<file path="src/rtl/core/sbcd_pkg.sv">
// Shared types, constants and codes for the signed BCD add, subtract and multiply unit.
package sbcd_pkg;

	// Port field widths fixed by the interface.
	localparam int FIELD_W    = 64;
	localparam int NIB_W      = 4;
	localparam int DIGITS_MAX = 16;
	localparam int DIGITS_DEF = 16;

	// Column value and carry widths, sized for the largest digit count.
	// A multiply column holds at most DIGITS_MAX * 15 * 15 = 3600 and the
	// carry into a column stays at or below 400, so the sum fits 13 signed bits.
	localparam int COL_W   = 13;
	localparam int CARRY_W = 10;

	// Floor division by ten after offsetting the value to be nonnegative.
	// The reciprocal product is exact for offset values below 16379.
	localparam int DIV_OFFSET = 20;
	localparam int DIV_RECIP  = 6554;
	localparam int DIV_SHIFT  = 16;

	// Command codes. Bit one selects multiply, so the last code multiplies too.
	localparam logic [1:0] CMD_ADD     = 2'd0;
	localparam logic [1:0] CMD_SUB     = 2'd1;
	localparam logic [1:0] CMD_MUL     = 2'd2;
	localparam logic [1:0] CMD_MUL_ALT = 2'd3;

	// Sequencer states.
	typedef enum logic [1:0] {
		ST_IDLE,
		ST_RUN,
		ST_NEG,
		ST_DONE
	} state_t;

	// Effective operation once the signs have been folded in.
	typedef enum logic [1:0] {
		MODE_ADD,
		MODE_SUB,
		MODE_MUL
	} mode_t;

	// Output of the shared digit unit.
	typedef struct packed {
		logic [NIB_W-1:0]          digit;
		logic signed [CARRY_W-1:0] carry;
	} dig_res_t;

endpackage

</file>
<file path="src/rtl/core/sbcd_digit_unit.sv">
// Shared digit unit: reduces a column value plus carry to one decimal digit and a new carry.
module sbcd_digit_unit (
	input  logic signed [sbcd_pkg::COL_W-1:0]   col,
	input  logic signed [sbcd_pkg::CARRY_W-1:0] carry_in,
	output sbcd_pkg::dig_res_t                  res
);
	import sbcd_pkg::*;

	localparam logic signed [COL_W-1:0] OFFS = COL_W'(DIV_OFFSET);
	localparam logic [CARRY_W-1:0] CARRY_BIAS = CARRY_W'(DIV_OFFSET / 10);

	logic signed [COL_W-1:0] total;
	logic [COL_W-1:0]        biased;
	logic [2*COL_W-1:0]      prod;
	logic [CARRY_W-1:0]      quot;
	logic [COL_W-1:0]        rem;

	// Add the incoming carry and shift the value into the nonnegative range.
	always_comb begin
		total  = col + COL_W'(carry_in);
		biased = $unsigned(total + OFFS);
	end

	// Divide by ten through the reciprocal, then recover the remainder.
	always_comb begin
		prod = (2*COL_W)'(biased) * (2*COL_W)'(DIV_RECIP);
		quot = prod[DIV_SHIFT +: CARRY_W];
		rem  = biased - ((COL_W'(quot) << 3) + (COL_W'(quot) << 1));
	end

	// The bias of twenty equals two tens, so the carry loses two.
	always_comb begin
		res.digit = rem[NIB_W-1:0];
		res.carry = $signed(quot - CARRY_BIAS);
	end

endmodule

</file>
<file path="src/rtl/core/sbcd_mul_column.sv">
// Multiply column: sums the digit products of one product column across all lanes.
module sbcd_mul_column #(
	parameter int DIGITS = sbcd_pkg::DIGITS_DEF
) (
	input  logic [sbcd_pkg::NIB_W*DIGITS-1:0] a_mag,
	input  logic [sbcd_pkg::NIB_W*DIGITS-1:0] lane_digits,
	output logic [sbcd_pkg::COL_W-2:0]        col_sum
);
	import sbcd_pkg::*;

	// Each lane pairs one digit of the first operand with the matching
	// digit of the second, so the lanes together cover one column.
	always_comb begin
		logic [COL_W-2:0] acc;
		acc = '0;
		for (int i = 0; i < DIGITS; i++) begin
			acc = acc + (COL_W-1)'(a_mag[NIB_W*i +: NIB_W])
				* (COL_W-1)'(lane_digits[NIB_W*i +: NIB_W]);
		end
		col_sum = acc;
	end

endmodule

</file>
<file path="src/rtl/core/signed_bcd_add_sub_mul.sv">
// Top level of the signed BCD add, subtract and multiply unit with its sequencer.
//
// Usage: drive cmd, the two magnitudes and the two signs, and raise start.
// The transaction is accepted at a rising edge where start is high and busy
// is low. The block then works one decimal column per cycle through a single
// shared digit unit (column value plus carry, divide by ten). Each column of
// a product is formed by a row of digit multipliers over lanes that hold the
// second operand's digits in reverse order.
// After acceptance, done is high for exactly one cycle with result_digits,
// result_negative and overflow; the results are valid only in that cycle.
// Sequence: done rises once the run pass over the digit columns ends, and
// the result is taken at the edge that ends the done cycle. A subtraction
// whose difference turns out negative takes a second pass over the digits
// to form the ten's complement before done rises.
// Back to back: a new transaction may be accepted in the cycle where done
// is high, but not while busy is high during either pass.
// The receiver cannot stall; the next transaction overwrites the results.
// Reset returns the sequencer to idle and drops any transaction at work.
module signed_bcd_add_sub_mul #(
	parameter int DIGITS = sbcd_pkg::DIGITS_DEF
) (
	input  logic                         clk,
	input  logic                         arst_n,
	input  logic                         start,
	output logic                         busy,
	input  logic [1:0]                   cmd,
	input  logic [sbcd_pkg::FIELD_W-1:0] a_digits,
	input  logic                         a_negative,
	input  logic [sbcd_pkg::FIELD_W-1:0] b_digits,
	input  logic                         b_negative,
	output logic                         done,
	output logic [sbcd_pkg::FIELD_W-1:0] result_digits,
	output logic                         result_negative,
	output logic                         overflow
);
	import sbcd_pkg::*;

	localparam int MAG_W = NIB_W * DIGITS;
	localparam int CNT_W = $clog2(DIGITS + 1);
	localparam logic [CNT_W-1:0] CNT_LAST_RUN = CNT_W'(DIGITS);
	localparam logic [CNT_W-1:0] CNT_LAST_NEG = CNT_W'(DIGITS - 1);
	localparam logic signed [CARRY_W-1:0] CARRY_MINUS2 = -CARRY_W'(2);

	state_t state_q, state_d;
	mode_t  mode_q, mode_d;

	logic [CNT_W-1:0]          cnt_q;
	logic [MAG_W-1:0]          a_q, b_q, res_q;
	logic [MAG_W-NIB_W-1:0]    lanes_q;
	logic signed [COL_W-1:0]   col_q;
	logic signed [CARRY_W-1:0] carry_q;
	logic                      hi_q, rnz_q, sign_q, res_neg_q, ovf_q;

	logic                      accept, feed, digest, last_run, last_neg, go_neg;
	logic                      eff_b_neg, hi_hit, rnz_all;
	logic [MAG_W-1:0]          lane_vec;
	logic [COL_W-2:0]          mul_sum;
	logic signed [COL_W-1:0]   col_d, du_col;
	dig_res_t                  du_res;

	assign accept = start && !busy;

	// Next state.
	always_comb begin
		state_d = state_q;
		case (state_q)
			ST_IDLE: begin
				if (accept) state_d = ST_RUN;
			end
			ST_RUN: begin
				if (last_run) state_d = go_neg ? ST_NEG : ST_DONE;
			end
			ST_NEG: begin
				if (last_neg) state_d = ST_DONE;
			end
			ST_DONE: begin
				state_d = accept ? ST_RUN : ST_IDLE;
			end
			default: begin
				state_d = ST_IDLE;
			end
		endcase
	end

	// Sequencer outputs.
	always_comb begin
		busy     = 1'b0;
		done     = 1'b0;
		feed     = 1'b0;
		digest   = 1'b0;
		last_run = 1'b0;
		last_neg = 1'b0;
		case (state_q)
			ST_IDLE: begin
			end
			ST_RUN: begin
				busy     = 1'b1;
				feed     = cnt_q < CNT_LAST_RUN;
				digest   = cnt_q != '0;
				last_run = cnt_q == CNT_LAST_RUN;
			end
			ST_NEG: begin
				busy     = 1'b1;
				digest   = 1'b1;
				last_neg = cnt_q == CNT_LAST_NEG;
			end
			ST_DONE: begin
				done = 1'b1;
			end
			default: begin
			end
		endcase
	end

	always_ff @(posedge clk or negedge arst_n) begin
		if (!arst_n) begin
			state_q <= ST_IDLE;
		end else begin
			state_q <= state_d;
		end
	end

	// Effective operation: subtraction flips the second sign, and unlike
	// signs turn an addition into a magnitude subtraction.
	always_comb begin
		eff_b_neg = b_negative ^ (cmd == CMD_SUB);
		if (cmd == CMD_MUL || cmd == CMD_MUL_ALT) begin
			mode_d = MODE_MUL;
		end else if (a_negative == eff_b_neg) begin
			mode_d = MODE_ADD;
		end else begin
			mode_d = MODE_SUB;
		end
	end

	// Lane i holds the second operand's digit k-i while column k is formed.
	assign lane_vec = {lanes_q, b_q[NIB_W-1:0]};

	sbcd_mul_column #(
		.DIGITS(DIGITS)
	) u_mul_column (
		.a_mag      (a_q),
		.lane_digits(lane_vec),
		.col_sum    (mul_sum)
	);

	// Any nonzero product that lands at or above the top column overflows.
	always_comb begin
		hi_hit = 1'b0;
		for (int i = 0; i < DIGITS; i++) begin
			if ((a_q[NIB_W*i +: NIB_W] != '0) && (i + int'(cnt_q) >= DIGITS)) begin
				hi_hit = 1'b1;
			end
		end
		hi_hit = hi_hit && (b_q[NIB_W-1:0] != '0);
	end

	// Column value for the next digit.
	always_comb begin
		case (mode_q)
			MODE_ADD: begin
				col_d = $signed(COL_W'(a_q[NIB_W-1:0])) + $signed(COL_W'(b_q[NIB_W-1:0]));
			end
			MODE_SUB: begin
				col_d = $signed(COL_W'(a_q[NIB_W-1:0])) - $signed(COL_W'(b_q[NIB_W-1:0]));
			end
			MODE_MUL: begin
				col_d = $signed({1'b0, mul_sum});
			end
			default: begin
				col_d = '0;
			end
		endcase
	end

	// The complement pass feeds the negated stored digits through the same unit.
	assign du_col = (state_q == ST_NEG) ? -$signed(COL_W'(res_q[NIB_W-1:0])) : col_q;

	sbcd_digit_unit u_digit_unit (
		.col     (du_col),
		.carry_in(carry_q),
		.res     (du_res)
	);

	assign rnz_all = rnz_q || (du_res.digit != '0);
	assign go_neg  = (mode_q == MODE_SUB) && du_res.carry[CARRY_W-1];

	// Operand, column, carry and result registers.
	always_ff @(posedge clk or negedge arst_n) begin
		if (!arst_n) begin
			cnt_q <= '0;
		end else if (accept) begin
			cnt_q <= '0;
		end else if (last_run) begin
			cnt_q <= '0;
		end else if (busy) begin
			cnt_q <= cnt_q + CNT_W'(1);
		end
	end

	always_ff @(posedge clk) begin
		if (accept) begin
			a_q     <= a_digits[MAG_W-1:0];
			b_q     <= b_digits[MAG_W-1:0];
			lanes_q <= '0;
			carry_q <= '0;
			hi_q    <= 1'b0;
			rnz_q   <= 1'b0;
			mode_q  <= mode_d;
			sign_q  <= (mode_d == MODE_MUL) ? (a_negative ^ b_negative) : a_negative;
		end else begin
			// Step the operands and capture the next column.
			if (feed) begin
				col_q   <= col_d;
				b_q     <= b_q >> NIB_W;
				lanes_q <= lane_vec[MAG_W-NIB_W-1:0];
				if (mode_q != MODE_MUL) begin
					a_q <= a_q >> NIB_W;
				end else begin
					hi_q <= hi_q || hi_hit;
				end
			end
			// Shift each finished digit in from the top. A negative difference
			// restarts the carry for the complement pass.
			if (digest) begin
				res_q   <= {du_res.digit, res_q[MAG_W-1:NIB_W]};
				carry_q <= (last_run && go_neg) ? '0 : du_res.carry;
				rnz_q   <= rnz_all;
			end
			// Capture the sign and overflow at the end of the first pass.
			if (last_run) begin
				if (go_neg) begin
					ovf_q     <= (du_res.carry == CARRY_MINUS2) || !rnz_all;
					res_neg_q <= !sign_q;
				end else begin
					ovf_q     <= (du_res.carry != '0) || ((mode_q == MODE_MUL) && hi_q);
					res_neg_q <= sign_q;
				end
			end
		end
	end

	// Zero is always reported as positive.
	assign result_digits   = FIELD_W'(res_q);
	assign result_negative = res_neg_q && (res_q != '0);
	assign overflow        = ovf_q;

`ifndef SYNTHESIS
	// An accepted transaction keeps the block busy in the next cycle.
	a_accept_busy: assert property (@(posedge clk) disable iff (!arst_n)
		accept |=> busy)
		else $error("accepted transaction did not start work");

	// Work in progress ends only in a result cycle.
	a_busy_ends_done: assert property (@(posedge clk) disable iff (!arst_n)
		busy |=> (busy || done))
		else $error("transaction left the sequencer without a result");

	// The complement pass only follows a magnitude subtraction.
	a_neg_is_sub: assert property (@(posedge clk) disable iff (!arst_n)
		(state_q == ST_NEG) |-> (mode_q == MODE_SUB))
		else $error("complement pass outside a subtraction");

	// A delivered zero never carries a negative sign.
	a_zero_positive: assert property (@(posedge clk) disable iff (!arst_n)
		done |-> !(result_negative && (result_digits == '0)))
		else $error("zero result reported as negative");
`endif

endmodule

</file>
<file path="config.mk">
export PLATFORM = sky130hd
export DESIGN_NAME = signed_bcd_add_sub_mul
export DESIGN_NICKNAME = d
export VERILOG_FILES = /design/src/rtl/core/sbcd_pkg.sv /design/src/rtl/core/sbcd_digit_unit.sv /design/src/rtl/core/sbcd_mul_column.sv /design/src/rtl/core/signed_bcd_add_sub_mul.sv
export SDC_FILE = /design/constraint.sdc
export NUM_CORES = 1
export LEC_CHECK = 0
export BUFFER_PORTS_ARGS = -buffer_cell sky130_fd_sc_hd__buf_2
export CAP_MARGIN = 20
export CORE_ASPECT_RATIO = 1.75
export CORE_MARGIN = 1.5
export CORE_UTILIZATION = 55
export CTS_CLUSTER_DIAMETER = 50
export DETAILED_ROUTE_END_ITERATION = 10
export PLACE_DENSITY = 0.76
export SYNTH_ARGS = -nofsm -noshare
export SYNTH_HDL_FRONTEND = slang
export SYNTH_SLANG_ARGS = --single-unit
</file>
<file path="constraint.sdc">
create_clock -name clk -period 10.7 [get_ports clk]
set_input_delay 2.14 -clock clk [delete_from_list [all_inputs] [get_ports clk]]
set_output_delay 2.14 -clock clk [all_outputs]
set_load 0.005 [all_outputs]
</file>
==> results of run 1 <==
sequential cells by signal, summed over array words and instances, names as in the netlist:
register / cells
hi_q: 1
sign_q: 1
mode_q: 2
carry_q: 10
result_digits: 64
overflow: 1
b_q: 64
lanes_q: 60
col_q: 13
a_q: 64
rnz_q: 1
cnt_q: 5
state_q: 2
res_neg_q: 1
per-layer routing:
| layer | up-vias | global-route usage, % | share of wire (%) |
|---|---|---|---|
| li1 | 8592 | - | - |
| met5 | - | 0 | 0.021 |
| met2 | 587 | 52.2 | 55 |
| met3 | 222 | 2.94 | 4.0 |
| met1 | 8869 | 27.7 | 34 |
| met4 | 2 | 17.1 | 6.9 |
path summary, 6_finish.rpt:
kind | from | endpoint | slack (ps) | cells past startpoint
hold reg to reg | carry_q[4]$_SDFFE_PP0P_ | carry_q[4]$_SDFFE_PP0P_ | 460 | 2
hold / removal | carry_q[4]$_SDFFE_PP0P_ | carry_q[4]$_SDFFE_PP0P_ | 460 | 2
max in group asynchronous | arst_n | cnt_q[0]$_DFFE_PN0P_ | 9090 | 1
min in group asynchronous | arst_n | state_q[0]$_DFFE_PN0P_ | 1400 | 1
setup reg to reg | state_q[0]$_DFFE_PN0P_ | overflow$_DFFE_PP_ | 650 | 36
setup / recovery | state_q[0]$_DFFE_PN0P_ | overflow$_DFFE_PP_ | 650 | 36
stage by stage:
stage               utilization (%)  std cells  worst slack, ps
floorplan                         -       2574             1800
global placement               59.1       3304              904
detailed placement             59.1       3304              678
CTS                            61.4       3360              644
global route                   61.4       3360             68.9
finish                         61.4       3360              650
final cells by class:
cell class | instances | share of cell area, %
well taps | 577 | 2.61
clock buffers | 34 | 2.89
repair buffers | 213 | 3.96
clock inverters | 22 | 0.829
inverters | 452 | 6.16
multi-input cells | 1773 | 54.9
flip-flops and latches | 289 | 28.7
worst max-delay path, delay by kind of cell (launching register included):
kind	cells	cell delay, ps
AND/OR/NAND/NOR	5	1290
XOR/XNOR	1	240
adder cells (fa/ha/maj)	11	4480
multiplexers	2	1030
buffers and inverters	7	440
AO/OA/AOI/OAI	10	1820
flip-flops	1	420
cell usage in the layout (no fill, tap or decap), drive strengths merged, types with 7 or more instances in the layout:
| master | n |
|---|---|
| nand2 | 623 |
| inv | 457 |
| fa | 277 |
| ha | 269 |
| buf | 213 |
| edfxtp | 210 |
| and2 | 162 |
| a21oi | 105 |
| dfxtp | 72 |
| o21ai | 49 |
| xnor2 | 37 |
| nor2 | 34 |
| clkbuf | 34 |
| nor4 | 29 |
| a21o | 15 |
| nand3 | 14 |
| nor3 | 13 |
| clkinv | 12 |
| a211oi | 11 |
| xor2 | 9 |
| o21bai | 8 |
| nand4 | 7 |
| or4 | 7 |
| dfrtp | 7 |
| nand2b | 7 |
kinds of logic after synthesis:
family                     after synthesis  synth area share, %
xor gates and xnor gates                47                 1.70
and+or+nand+nor                        921                 16.5
AOI/OAI and AO/OA                      249                 6.22
adders and majority gates              546                 35.7
buffers and inverters                  512                 7.70
DFF                                    289                 31.7
muxes                                   10                0.421
cell usage after synthesis, types with 3 or more instances:
library cell	instances
o21bai_1	8
o22ai_1	4
and2_1	161
nor4_1	28
nor3_1	13
edfxtp_1	210
inv_1	450
o21a_1	4
o21ai_1	8
a22o_1	4
nor2_1	34
ha_1	269
nand3_1	14
fa_1	277
a221oi_1	4
nand2b_1	7
mux2i_1	6
nand2_1	623
a221o_1	3
dfxtp_1	72
clkbuf_1	58
o31ai_1	5
a21oi_1	105
o211ai_1	5
a31oi_1	3
a21o_1	15
nand4_1	7
nor2b_1	5
a211oi_1	10
o21ai_0	40
and3_1	5
mux2_2	4
or4_1	7
xnor2_1	37
nor3b_1	3
a22oi_1	3
xor2_1	9
dfrtp_1	7
==> summary by stage, run 1 <==
Final layout
The combined area of the multi-input logic cells is 0.0151 sq mm. From synthesis to final layout, the design area changed by 10.6%. In the final layout, the share of cells above drive strength 1 is 10.1%. The count of inserted antenna diode cells is 0. The number of fill cells in the layout is 3749.

The final net count is 3441. Across the whole layout, storage elements account for 0.00792 sq mm. The summed area of non-filler cells in the final layout is 0.0276 sq mm.

Route
The final routed wirelength across all metal layers is 62100 microns. The detailed-routing iteration count for the pre-antenna-repair pass is 5. For this block, the initial DRC count from the detailed router was 1020. Dividing the detail-routed wire length by the instance count gives 18.5 microns. After detailed routing, the number of vias per cell comes to 5.44.

The routed layout has 18300 vias. The total DRC errors in the routed layout is 0. In this run the remaining antenna-violating nets after routing total 0.

Floorplan
The height of the die is 285 microns. During I/O placement, the number of pins put on the boundary was 203. The initialized floorplan defines 103 standard-cell rows.

The initial core utilization is 55.5%. After floorplanning, the core was sized to cover 0.0450 sq mm. From left edge to right edge, the die measures 164 microns.

The area of the die is 0.0467 sq mm.

Placement
The congestion estimate from routability-driven global placement came to 0.910. The post-DP HPWL is 50300 microns. Buffers placed on the I/O ports in this run total 202. The placed standard-cell area is 0.0266 sq mm.

Timing
The final count of pins violating max slew is 0. Setup repair after global routing left no endpoint under its margin. In this run the tightest slew margin relative to its limit is 26.4%. The final total negative setup slack is 0 ps.

The shortest clock period the worst path allows after layout is 10050 ps. The highest achievable clock rate is 99.5 MHz. Setup violations remaining at the end of the flow were counted as 0. The hold violation total from the final report is 0. The worst clock skew is 31.0 ps. The post-route fraction of the period consumed by the critical path is 93.9%. The slew of the pin with the lowest slew margin is 1100 ps.

The smallest hold slack is 459 ps.

Setup path
The critical path is of the flop to flop type. The cell type of the slowest stage on the worst timing path is mux2i_1. Of all nets on the critical path, the largest fanout is 20. The kind of end point of the critical path is a flop. The worst setup path is launched from a flop.

Data arrives at the worst endpoint at 10350 ps. The worst stage delay on the critical path is 620 ps. The cell with the most instances on the worst path is inv_1.

The required time at the worst-slack endpoint is 11000 ps.

Logic synthesis
The net count after synthesis is 3255. The most common flop cell mapped by yosys is edfxtp_1. Counting flops with an async set or reset pin after synthesis yields a share of 2.42%. In this run the cell area of the synthesized design comes to 0.0250 sq mm. The synthesized design contains 210 enable-type register cells.

The post-synthesis sequential area ratio is 31.7%. The top cell type by total area after synthesis is edfxtp_1. The share of the synthesized area in the top cell type is 25.3%. The number of warning messages in the yosys log is 0. The total of flip-flops plus latches after synthesis is 289. Synthesis instantiated 72 different standard cells from the library.

The average instance area after synthesis is 9.70 sq um. Yosys attributes the largest share of cell area to edfxtp_1, fa_1, ha_1, nand2_1, inv_1. The gate count of the mapped netlist is 2574.

Clock network
Counting the buffers created by CTS gives 31. The number of gates resized after CTS was 0. The number of H-tree branching levels is 1.

The number of clock sinks is 289. The clock transition at the register clock pins on the worst setup and hold paths after CTS is 70 ps. The buffer levels on the longest clock path is 3.

After clock tree synthesis, the flow added hold-fix buffers numbering 0. The number of post-CTS setup repair buffers is 0. For the worst-skew pair, the clock arrives at the later sink with an insertion delay of 590 ps. CTS placed an instance of clkbuf_16 at the clock tree root. The CTS tree is yes.

GRT
The number of global-route vias before repair is 19600. The total global routing track utilization is 27.4%. Entering global routing, the biggest net connects 103 pins. The initial antenna violation count is 1.

After global routing the overflow that remains totals 0. The global-route wire length before repair is 99200 microns.

Outcome
The run finished with clean final reports.

Worst hold path
In this run the worst hold path is classified as flop to flop.

Job
The number of maximum-capacitance constraint violations is 0.
Power of run 1 is not shown: default switching activity piles up to over one toggle a cycle in this logic, so the estimate is an artifact.
==> run 2: changes to the inputs <==
==> constraint.sdc (replaced) <==
create_clock -name clk -period 12.2 [get_ports clk]
set_input_delay 2.44 -clock clk [delete_from_list [all_inputs] [get_ports clk]]
set_output_delay 2.44 -clock clk [all_outputs]
set_load 0.005 [all_outputs]
==> run 2 against run 1 <==
Net effect:
- clock skew fell by 1.2 ps
- first-iteration DRC count increased by 8.6%
- maximum frequency up 0.38%
- register-to-register slack improved by 1500 ps
- flip-flop and latch count stayed put
- worst hold slack better by 0.51 ps
- critical path depth unchanged
- utilization is 0.097 points lower
==> summary by stage, run 2 (same netlist as run 1, synthesis figures left out) <==
Outcome
The flow ran to the end, and the final reports show no timing, DRC or antenna violations.

Clock network
After clock tree synthesis, the repair step resized 0 gates. The CTS tree is yes. The buffer levels on the longest clock path is 3.

The number of clock sinks is 289. The total clock buffers created by CTS is 30. In this run the number of H-tree levels came out at 1. The root buffer cell chosen for the clock tree is clkbuf_16. The number of post-CTS setup repair buffers is 0.

The clock transition at the register clock pins on the worst setup and hold paths after CTS is 70 ps. The later pin in the worst-skew pair is clocked with a latency of 590 ps. The hold buffer count at cts is 0.

GRT
The maximum number of pins on one net before global-route repair is 103. Across every metal layer, demand over resource in global routing totals 27.6%. The initial antenna violation count came to 1. The remaining global-route overflow is 0.

The global-route wire length before repair is 99700 microns. The number of global-route vias before repair is 19700.

Setup path
STA classifies the critical path startpoint as a flop. The number of buffers and inverters on the critical path is 7. On the worst path, the slowest cell contributes a delay of 590 ps. The biggest fanout along the worst timing path is 20. STA classifies the critical path endpoint as a flop. Data on the critical path arrives at its endpoint at 10350 ps. The cell type of the slowest stage on the worst timing path is ha_1.

Counting stages on the worst path, the most repeated cell is inv_1. STA puts the critical path data required time at 12540 ps. The dominant delay contributor by cell family on the critical path is adder cells. The critical path class is flop to flop.

Timing
The hold violation total from the final report is 0. Setup repair after global routing left no endpoint under its margin. The worst clock skew is 29.9 ps. The worst path needs 10010 ps of the cycle, external delays included.

Headroom to the max-slew limit came out at 29.5%. The slew of the pin with the lowest slew margin is 1060 ps. After layout, the worst path uses 82.1% of the clock period. The final count of pins violating max slew was 0. The final worst slack is 2190 ps. The highest achievable clock rate is 99.9 MHz. Setup total negative slack on the finished layout was measured at 0 ps. The number of endpoints failing setup at the final stage is 0.

Floorplan
The core region is 0.0450 sq mm. The area of the die is 0.0467 sq mm. The initialized floorplan defines 103 standard-cell rows. The width of the die is 164 microns.

The initial core utilization is 55.5%. 203 I/O pins were placed. The height of the die is 285 microns.

Placement
The number of port buffers is 202. Routability-driven placement finished with a final weighted congestion of 0.905. Detailed placement ended at an HPWL of 50500 microns. Before CTS, the worst setup slack after placement is 2260 ps.

Route
Dividing the detail-routed wire length by the instance count gives 18.5 microns. The detailed-routing iteration count for the pre-antenna-repair pass is 5. In this run, the number of DRC markers left after iteration 0 of detailed routing was 1108. The routed layout has 18300 vias. Wires add up to 62300 microns. In the routed design, unresolved DRC markers number 0. Using the TritonRoute via totals, the vias-per-cell ratio works out to 5.45. The detail route stage leaves a number of antenna-violating nets equal to 0.

Job
The number of maximum-capacitance constraint violations is 0.

Final layout
Counting the fill cells in the layout gives 3754. In the final layout, the share of cells above drive strength 1 is 10.1%. Leaving out fill and tap cells, the most frequent cell in the layout is nand2_1.

The final net count is 3439. The combined area of the multi-input logic cells is 0.0151 sq mm. In the layout the commonest cells are nand2_1, inv_1, fa_1. The area growth from synthesis to layout is 10.5%.

The sequential standard cell area is 0.00792 sq mm.

Worst hold path
In this run the worst hold path is classified as flop to flop.
[run 2: changes by cell type in the layout (fill, tap and decap cells not counted), sizes merged]
cell / change
bufinv: -2
clkbuf: +6
inv: -1
clkinv: -3
buf: -1
diode: +1
[run 2: worst paths after layout]
check,cells past startpoint,slack [ps],to,start
max,36,2190,overflow$_DFFE_PP_,state_q[0]$_DFFE_PN0P_
min,2,460,carry_q[4]$_SDFFE_PP0P_,carry_q[4]$_SDFFE_PP0P_
max reg2reg,36,2190,overflow$_DFFE_PP_,state_q[0]$_DFFE_PN0P_
min reg2reg,2,460,carry_q[4]$_SDFFE_PP0P_,carry_q[4]$_SDFFE_PP0P_
max in group asynchronous,1,10310,cnt_q[2]$_DFFE_PN0P_,arst_n
min in group asynchronous,1,1690,state_q[0]$_DFFE_PN0P_,arst_n
[run 2: final cells by class]
class	count	share of cell area, %
Multi-Input combinational cell	1773	54.9
Antenna cell	1	0.00908
Clock buffer	40	2.97
Timing Repair Buffer	212	3.98
Sequential cell	289	28.7
Inverter	452	6.17
Tap cell	577	2.62
Clock inverter	16	0.567
[run 2: tightest hold or removal path: stages, from the launching register on]
cell and delay [ps]:
dfxtp_1 320, nand2_1 50, o21ai_1 50
[run 2: routing by layer]
layer	vias to the layer above	track usage (%)	part of all wire [%]
met1	8949	28.3	34
met5	-	0	0
met3	189	2.81	3.9
met2	568	52.7	55
li1	8609	-	-
met4	0	16.5	6.7
[run 2: through the flow]
stage                     hold WS, ps  area, sq um  utilization [%]  std cells
after floorplan                   430        25000                -       2574
after global placement            447        26600             59.1       3302
after detailed placement          452        26600             59.1       3302
after CTS                         461        27500             61.2       3358
after global routing              491        27600             61.3       3359
final                             459        27600             61.3       3360
Power of run 2 is left out for the same reason.
